==> src/hdl/dda_pkg.sv <==
// ----------------------------------------------------------------------------
// dda_pkg
// shared widths, register map and stream packing for the dda line rasterizer
// ----------------------------------------------------------------------------
`default_nettype none

package dda_pkg;

  // field widths
  localparam int COORD_W  = 10;
  localparam int END_W    = 18;
  localparam int COLOR_W  = 24;

  // increments carry 16 fraction bits
  localparam int INC_FRAC = 16;

  // signed endpoint distance: origin << 16 needs 26 bits, plus sign
  localparam int DIFF_W   = 27;
  // scaled distance magnitude, below 2^34 for every fraction setting
  localparam int MAG_W    = 35;
  // signed position and increment
  localparam int POS_W    = 37;
  // divider iteration counter
  localparam int DCNT_W   = $clog2(MAG_W);

  // stream packing
  localparam int S_TDATA_W = 64;
  localparam int M_TDATA_W = 48;

  // apb register map (register index is paddr[2])
  localparam int  PADDR_W     = 3;
  localparam int  PDATA_W     = 32;
  localparam logic REG_ORIGIN_X = 1'b0;
  localparam logic REG_ORIGIN_Y = 1'b1;

  typedef logic [COORD_W-1:0] coord_t;
  typedef logic [COLOR_W-1:0] color_t;

endpackage : dda_pkg

`default_nettype wire

==> src/hdl/dda_line_rasterizer.sv <==
// ----------------------------------------------------------------------------
// dda_line_rasterizer
// dda line drawing from a programmable origin to a fixed-point endpoint
// ----------------------------------------------------------------------------
// Each input transaction carries an endpoint (end_x, end_y, FRAC_BITS fraction
// bits) and a colour. The block draws a line from the origin registers toward
// that endpoint: the step count is the integer part of the larger distance,
// capped at MAX_STEPS, and one pixel transaction per step leaves on the master
// stream, the last one flagged with tlast. A line shorter than one pixel gives
// no output. Per-axis increments come from one shared restoring divider that
// retires one quotient bit per cycle, run first for x and then for y. A line
// passes through S_DIFF, S_STEPS, S_DIVX, S_DIVY and then S_EMIT; a line
// below one pixel goes back to S_IDLE from S_STEPS. The slave side is not
// ready while a line is in work; it opens again once the last pixel is
// loaded into the output register, even if that pixel still waits to be
// taken. The user must write the origin registers through the apb port only
// while the block is idle; the block itself does not enforce this.
`default_nettype none

module dda_line_rasterizer #(
  parameter int MAX_STEPS = 64,
  parameter int FRAC_BITS = 8
) (
  input  wire logic                          clk,
  input  wire logic                          rst,
  // input stream
  input  wire logic                          s_tvalid,
  output      logic                          s_tready,
  // end_x [17:0], end_y [35:18], pixel_color [59:36], zero [63:60]
  input  wire logic [dda_pkg::S_TDATA_W-1:0] s_tdata,
  // pixel stream
  output      logic                          m_tvalid,
  input  wire logic                          m_tready,
  // pixel_x [9:0], pixel_y [19:10], out_color [43:20], zero [47:44]
  output      logic [dda_pkg::M_TDATA_W-1:0] m_tdata,
  output      logic                          m_tlast,   // last_pixel
  // configuration
  input  wire logic                          psel,
  input  wire logic                          penable,
  input  wire logic                          pwrite,
  input  wire logic [dda_pkg::PADDR_W-1:0]   paddr,
  input  wire logic [dda_pkg::PDATA_W-1:0]   pwdata,
  output      logic [dda_pkg::PDATA_W-1:0]   prdata,
  output      logic                          pready
);

  import dda_pkg::*;

  localparam int STEP_W   = $clog2(MAX_STEPS + 1);
  localparam int SCALE_SH = INC_FRAC - FRAC_BITS;

  // sequencer codes
  localparam logic [2:0] S_IDLE  = 3'd0;
  localparam logic [2:0] S_DIFF  = 3'd1;
  localparam logic [2:0] S_STEPS = 3'd2;
  localparam logic [2:0] S_DIVX  = 3'd3;
  localparam logic [2:0] S_DIVY  = 3'd4;
  localparam logic [2:0] S_EMIT  = 3'd5;

  logic [2:0] state;

  // configuration registers
  coord_t origin_x;
  coord_t origin_y;

  // latched input transaction
  logic [END_W-1:0] end_x;
  logic [END_W-1:0] end_y;
  color_t           color;

  // signed distances and their magnitudes
  logic signed [DIFF_W-1:0] dx;
  logic signed [DIFF_W-1:0] dy;
  logic signed [DIFF_W-1:0] dx_next;
  logic signed [DIFF_W-1:0] dy_next;
  logic [DIFF_W-1:0]        adx;
  logic [DIFF_W-1:0]        ady;
  logic [DIFF_W-1:0]        big;
  logic [DIFF_W-1:0]        big_int;
  logic [STEP_W-1:0]        steps;
  logic [STEP_W-1:0]        steps_next;

  // shared divider
  logic [MAG_W-1:0]   num;
  logic [MAG_W-1:0]   num_next;
  logic [STEP_W-1:0]  rem;
  logic [STEP_W-1:0]  rem_next;
  logic [STEP_W:0]    rem_sh;
  logic [STEP_W:0]    rem_diff;
  logic               rem_ge;
  logic [DCNT_W-1:0]  dcnt;
  logic               div_neg;
  logic               div_done;
  logic [POS_W-1:0]   quot_ext;
  logic signed [POS_W-1:0] inc_val;

  // stepping
  logic signed [POS_W-1:0] xinc;
  logic signed [POS_W-1:0] yinc;
  logic signed [POS_W-1:0] px;
  logic signed [POS_W-1:0] py;
  logic [STEP_W-1:0]       cnt;
  logic                    out_load;
  logic                    is_last;
  coord_t                  pix_x;
  coord_t                  pix_y;

  logic cfg_wr;

  // ---------------------------------------------------------------------------
  // apb configuration port, register picked by paddr[2]
  // ---------------------------------------------------------------------------
  assign pready = 1'b1;
  assign cfg_wr = psel && penable && pwrite;

  always_ff @(posedge clk) begin
    if (rst) begin
      origin_x <= '0;
      origin_y <= '0;
    end else if (cfg_wr) begin
      unique case (paddr[2])
        REG_ORIGIN_X: origin_x <= pwdata[COORD_W-1:0];
        REG_ORIGIN_Y: origin_y <= pwdata[COORD_W-1:0];
        default: ;
      endcase
    end
  end

  always_comb begin
    prdata = '0;
    unique case (paddr[2])
      REG_ORIGIN_X: prdata = PDATA_W'(origin_x);
      REG_ORIGIN_Y: prdata = PDATA_W'(origin_y);
      default:      prdata = '0;
    endcase
  end

  // ---------------------------------------------------------------------------
  // distance and step count
  // ---------------------------------------------------------------------------
  // origin moved into the endpoint's fixed-point format
  assign dx_next = $signed(DIFF_W'(end_x) - (DIFF_W'(origin_x) << FRAC_BITS));
  assign dy_next = $signed(DIFF_W'(end_y) - (DIFF_W'(origin_y) << FRAC_BITS));

  assign adx     = dx[DIFF_W-1] ? DIFF_W'(-dx) : DIFF_W'(dx);
  assign ady     = dy[DIFF_W-1] ? DIFF_W'(-dy) : DIFF_W'(dy);
  assign big     = (adx > ady) ? adx : ady;
  assign big_int = big >> FRAC_BITS;
  // saturate at the step limit
  assign steps_next = (big_int > DIFF_W'(MAX_STEPS)) ? STEP_W'(MAX_STEPS)
                                                     : big_int[STEP_W-1:0];

  // ---------------------------------------------------------------------------
  // shared restoring divider: one quotient bit per cycle, quotient shifts
  // into the numerator register from the bottom
  // ---------------------------------------------------------------------------
  assign rem_sh   = {rem, num[MAG_W-1]};
  assign rem_ge   = rem_sh >= {1'b0, steps};
  assign rem_diff = rem_sh - {1'b0, steps};
  assign rem_next = rem_ge ? rem_diff[STEP_W-1:0] : rem_sh[STEP_W-1:0];
  assign num_next = {num[MAG_W-2:0], rem_ge};
  assign div_done = (dcnt == DCNT_W'(MAG_W - 1));

  // truncation toward zero: divide the magnitude, then restore the sign
  assign quot_ext = POS_W'(num_next);
  assign inc_val  = div_neg ? $signed(-quot_ext) : $signed(quot_ext);

  // ---------------------------------------------------------------------------
  // pixel output
  // ---------------------------------------------------------------------------
  assign out_load = (state == S_EMIT) && (!m_tvalid || m_tready);
  assign is_last  = (cnt == steps - STEP_W'(1));
  // negative positions clamp to zero
  assign pix_x    = px[POS_W-1] ? '0 : px[INC_FRAC+COORD_W-1:INC_FRAC];
  assign pix_y    = py[POS_W-1] ? '0 : py[INC_FRAC+COORD_W-1:INC_FRAC];

  assign s_tready = (state == S_IDLE);

  // ---------------------------------------------------------------------------
  // sequencer
  // ---------------------------------------------------------------------------
  always_ff @(posedge clk) begin
    if (rst) begin
      state    <= S_IDLE;
      m_tvalid <= 1'b0;
    end else begin
      // output register fills on a load, empties on a taken transaction
      if (out_load) begin
        m_tvalid <= 1'b1;
      end else if (m_tready) begin
        m_tvalid <= 1'b0;
      end

      unique case (state)
        S_IDLE: begin
          if (s_tvalid) begin
            state <= S_DIFF;
          end
        end
        S_DIFF: begin
          state <= S_STEPS;
        end
        S_STEPS: begin
          // lines below one pixel end here with no output
          if (steps_next == '0) begin
            state <= S_IDLE;
          end else begin
            state <= S_DIVX;
          end
        end
        S_DIVX: begin
          if (div_done) begin
            state <= S_DIVY;
          end
        end
        S_DIVY: begin
          if (div_done) begin
            state <= S_EMIT;
          end
        end
        S_EMIT: begin
          if (out_load && is_last) begin
            state <= S_IDLE;
          end
        end
        default: state <= S_IDLE;
      endcase
    end
  end

  // datapath registers
  always_ff @(posedge clk) begin
    if (s_tvalid && s_tready) begin
      end_x <= s_tdata[END_W-1:0];
      end_y <= s_tdata[2*END_W-1:END_W];
      color <= s_tdata[2*END_W+COLOR_W-1:2*END_W];
    end

    if (state == S_DIFF) begin
      dx <= dx_next;
      dy <= dy_next;
    end

    if (state == S_STEPS) begin
      steps   <= steps_next;
      num     <= MAG_W'(adx) << SCALE_SH;
      div_neg <= dx[DIFF_W-1];
      rem     <= '0;
      dcnt    <= '0;
    end else if (state == S_DIVX && div_done) begin
      // reload the divider for the y axis
      xinc    <= inc_val;
      num     <= MAG_W'(ady) << SCALE_SH;
      div_neg <= dy[DIFF_W-1];
      rem     <= '0;
      dcnt    <= '0;
    end else if (state == S_DIVX || state == S_DIVY) begin
      num  <= num_next;
      rem  <= rem_next;
      dcnt <= dcnt + DCNT_W'(1);
    end

    if (state == S_DIVY && div_done) begin
      yinc <= inc_val;
      px   <= $signed(POS_W'(origin_x) << INC_FRAC);
      py   <= $signed(POS_W'(origin_y) << INC_FRAC);
      cnt  <= '0;
    end

    if (out_load) begin
      m_tdata <= {{(M_TDATA_W - 2*COORD_W - COLOR_W){1'b0}}, color, pix_y, pix_x};
      m_tlast <= is_last;
      px      <= px + xinc;
      py      <= py + yinc;
      cnt     <= cnt + STEP_W'(1);
    end
  end

endmodule : dda_line_rasterizer

`default_nettype wire

==> config.mk <==
export PLATFORM = sky130hd
export DESIGN_NAME = dda_line_rasterizer
export DESIGN_NICKNAME = d
export VERILOG_FILES = /design/src/hdl/dda_pkg.sv /design/src/hdl/dda_line_rasterizer.sv
export SDC_FILE = /design/constraint.sdc
export NUM_CORES = 1
export LEC_CHECK = 0
export BUFFER_PORTS_ARGS = -buffer_cell sky130_fd_sc_hd__buf_2
export CAP_MARGIN = 20
export CORE_UTILIZATION = 60
export DETAILED_ROUTE_END_ITERATION = 10
export PLACE_DENSITY = 0.81
export SLEW_MARGIN = 20
export SYNTH_ARGS = -nofsm -noshare
export SYNTH_HDL_FRONTEND = slang
export SYNTH_SLANG_ARGS = --single-unit
==> constraint.sdc <==
create_clock -name clk -period 6.1 [get_ports clk]
set_input_delay 0.305 -clock clk [delete_from_list [all_inputs] [get_ports clk]]
set_output_delay 0.305 -clock clk [all_outputs]
set_load 0.05 [all_outputs]
==> run metrics <==
outcome finished clean; mux share of post-synthesis cell area 0.00205; Residual DRC 0; Core Util, Final 0.710; vias in the first global route 14,522; die area 34,300 sq um; # nets final 2,252; Starting Density 0.614; Synth area leaders edfxtp_1 (50%), ha_1 (8.2%), dfxtp_1 (4.5%), xnor2_1 (3.8%), nand2_1 (3.2%); top_reg_cell synth edfxtp_1; clk sinks 378; Tot GR Track Use 0.279; CTS Root Cell clkbuf_16; Worst Hold Class input port to register; Row Count 66; largest family of logic cells by synthesized area compound AO/OA/AOI/OAI gates; drt first-iter violations 1,305; synthesized instance count 1,785; crit start category register; number of fill cells 2,190; endpoints failing setup 0; cell with the most instances after synthesis edfxtp_1; final hold vios 0; CP endpoint kind register; asr flop ratio synth 0; adder-cell share of the synthesized area 0.0871; antenna violations before repair 2; Post-synth EDFFs 333; Die X 185 um; ratio of cells with drive above 1 in the final layout 0.117; cts repair resizes 0; Worst-Margin Slew 0.841 ns; Syn-to-layout area delta 15.7%; Slew Viols, Final 0; RSZ-0062 raised after global routing false; CP Max Fanout 17; Yosys top cell by area edfxtp_1; drt first pass iters 6; area taken by flip-flops and latches 10,900 sq um; Rel. slew slack 0.440; Post-Route WL 47.8 mm; DP HPWL 31.0 mm; Synth top cells by count edfxtp_1 (333), nand2_1 (171), ha_1 (132); synth unique cells 76; compound-cell area share of the yosys netlist 0.145; drt wl/cell 19.3 um; Max Buffers Root-to-Sink 3; Leak Pwr 8.70 nW; Critical Path RT 6.51 ns; TritonCTS buffer count 40; first-pass GRT wire length 74.6 mm; IO Count 190; Synth Cell Area 20,100 sq um; Via density 6.01; Max Cap Viol 0; worst skew pair latency 0.55 ns; Tcrit/Tclk final 0.823; Detail Route Antenna Nets 0; Avg Cell Area, Syn 11.3 sq um; Post-Synth Simple-Gate Area 0.126; critical path class register to register; post-synth top area share 0.497; input/output buffers 134; minimum clock period 5.02 ns; Final Skew 0.0282 ns; Ys Warns 0; die height 185 um; CTS tree built; sequential area share after synthesis 0.542; GP Congestion 0.907; setup TNS after final layout 0 ns; Crit path arrival time 5.43 ns; Pwr Density 355 nW/um^2; worst vdd ir 0.323 mV; Clock transition at path regs 0.06 ns; largest net degree at the start of global routing 64; post-synthesis sequential element count 378; Multi-input gate area 8680 sq um; Max Clk Rate 199 MHz; GRT overflow 0; XOR/XNOR share of the synthesized area 0.0631; Core ar. 32,800 sq um; Vias 14,927; H-tree lvl count 2
-- layer usage --
layer	wire, um	global-route usage
met1	19000	0.357
met2	23700	0.480
met3	3420	0.0405
met4	1670	0.107
met5	8	0
-- timing repair --
item,4_1_cts,5_1_grt
hold endpoints to repair,68,0
hold buffers,66,0
buffers inserted,0,0
-- area by class of cell --
cell class,count,area share
Timing Repair Buffer,214,0.0635
Tap cell,442,0.0238
Inverter,85,0.0137
Multi-Input combinational cell,1290,0.373
Clock inverter,26,0.0129
Sequential cell,378,0.469
Antenna cell,1,0.000108
Clock buffer,47,0.0442
-- through the flow --
stage                     power (mW)  setup WS [ns]  hold WS (ns)  instance area, sq um  instances
after floorplan                 5.09           1.74         0.400                 20300       1826
after global placement          5.59           1.27         0.401                 21200       2340
after detailed placement        5.67           1.14         0.405                 21200       2340
after CTS                       8.15           1.12      0.000564                 23200       2479
after global routing            8.61          0.826        0.0277                 23300       2483
final                           8.26           1.08        0.0255                 23300       2483
-- placed cells by master, fill, tap and decap left out, drive strengths merged, types with 10 or more instances in the layout --
| cell type | synthesis | final |
|---|---|---|
| conb | 2 | 43 |
| a21o | 49 | 49 |
| ha | 132 | 132 |
| o21a | 20 | 20 |
| xor2 | 57 | 57 |
| or4 | 13 | 13 |
| clkbuf | 41 | 47 |
| a21oi | 99 | 99 |
| nand2b | 26 | 26 |
| o21ai | 126 | 126 |
| nor2 | 111 | 111 |
| and3 | 16 | 16 |
| nand3 | 31 | 31 |
| nor2b | 39 | 39 |
| edfxtp | 333 | 333 |
| clkinv | 1 | 19 |
| nand2 | 171 | 171 |
| dlygate4sd3 | 0 | 66 |
| o31ai | 21 | 21 |
| buf | 32 | 148 |
| o211ai | 14 | 14 |
| dfxtp | 45 | 45 |
| o41ai | 10 | 10 |
| xnor2 | 87 | 87 |
| nor3 | 25 | 25 |
| or3 | 17 | 17 |
| nand4 | 16 | 16 |
| a211oi | 16 | 16 |
| inv | 84 | 84 |
-- critical path: stages (launching register included) --
cell and delay, ns:
edfxtp_1 0.43, or3_1 0.40, or4_1 0.55, or4_1 0.56, o21ai_0 0.21, xor2_1 0.27
inv_1 0.09, ha_1 0.21, a21o_1 0.16, a21o_1 0.17, a21oi_1 0.22, o221ai_1 0.15
a211o_1 0.31, o21ai_4 0.38, or4b_1 0.48, o311ai_1 0.14, o22ai_1 0.14
-- sequential cells by signal, indices dropped and copies added (netlist names) --
signal / flops
state: 3
m_tlast: 1
end_y: 18
px: 37
cnt: 7
dx: 19
rem: 7
origin_y: 10
color: 24
num: 35
py: 37
yinc: 37
xinc: 37
steps: 7
dy: 19
div_neg: 1
origin_x: 10
m_tdata: 44
dcnt: 6
m_tvalid: 1
end_x: 18
-- kinds of logic after synthesis --
kind of cell / Yosys count
AO/OA/AOI/OAI: 447
XOR/XNOR: 144
adder cells (fa/ha/maj): 137
buffers and inverters: 158
flip-flops: 378
multiplexers: 4
other: 2
AND/OR/NAND/NOR: 515
-- power by group --
part / total (mW) / switching, mW / internal, mW
combinational: 2.11 / 1.33 / 0.786
clock: 2.47 / 1.04 / 1.43
sequential: 3.68 / 0.328 / 3.35
total: 8.26 / 2.69 / 5.57
-- path summary, 6_finish.rpt --
kind                                start     endpoint  slack, ns  cells after the start
worst max-delay path                dx[2]     state[0]       1.08                     16
worst min-delay path            pwdata[6]  origin_y[6]       0.03                      3
worst max register to register      dx[2]     state[0]       1.08                     16
worst min register to register   end_y[0]        dy[0]       0.42                      0
No activity file was read; power rests on OpenSTA's default activity.
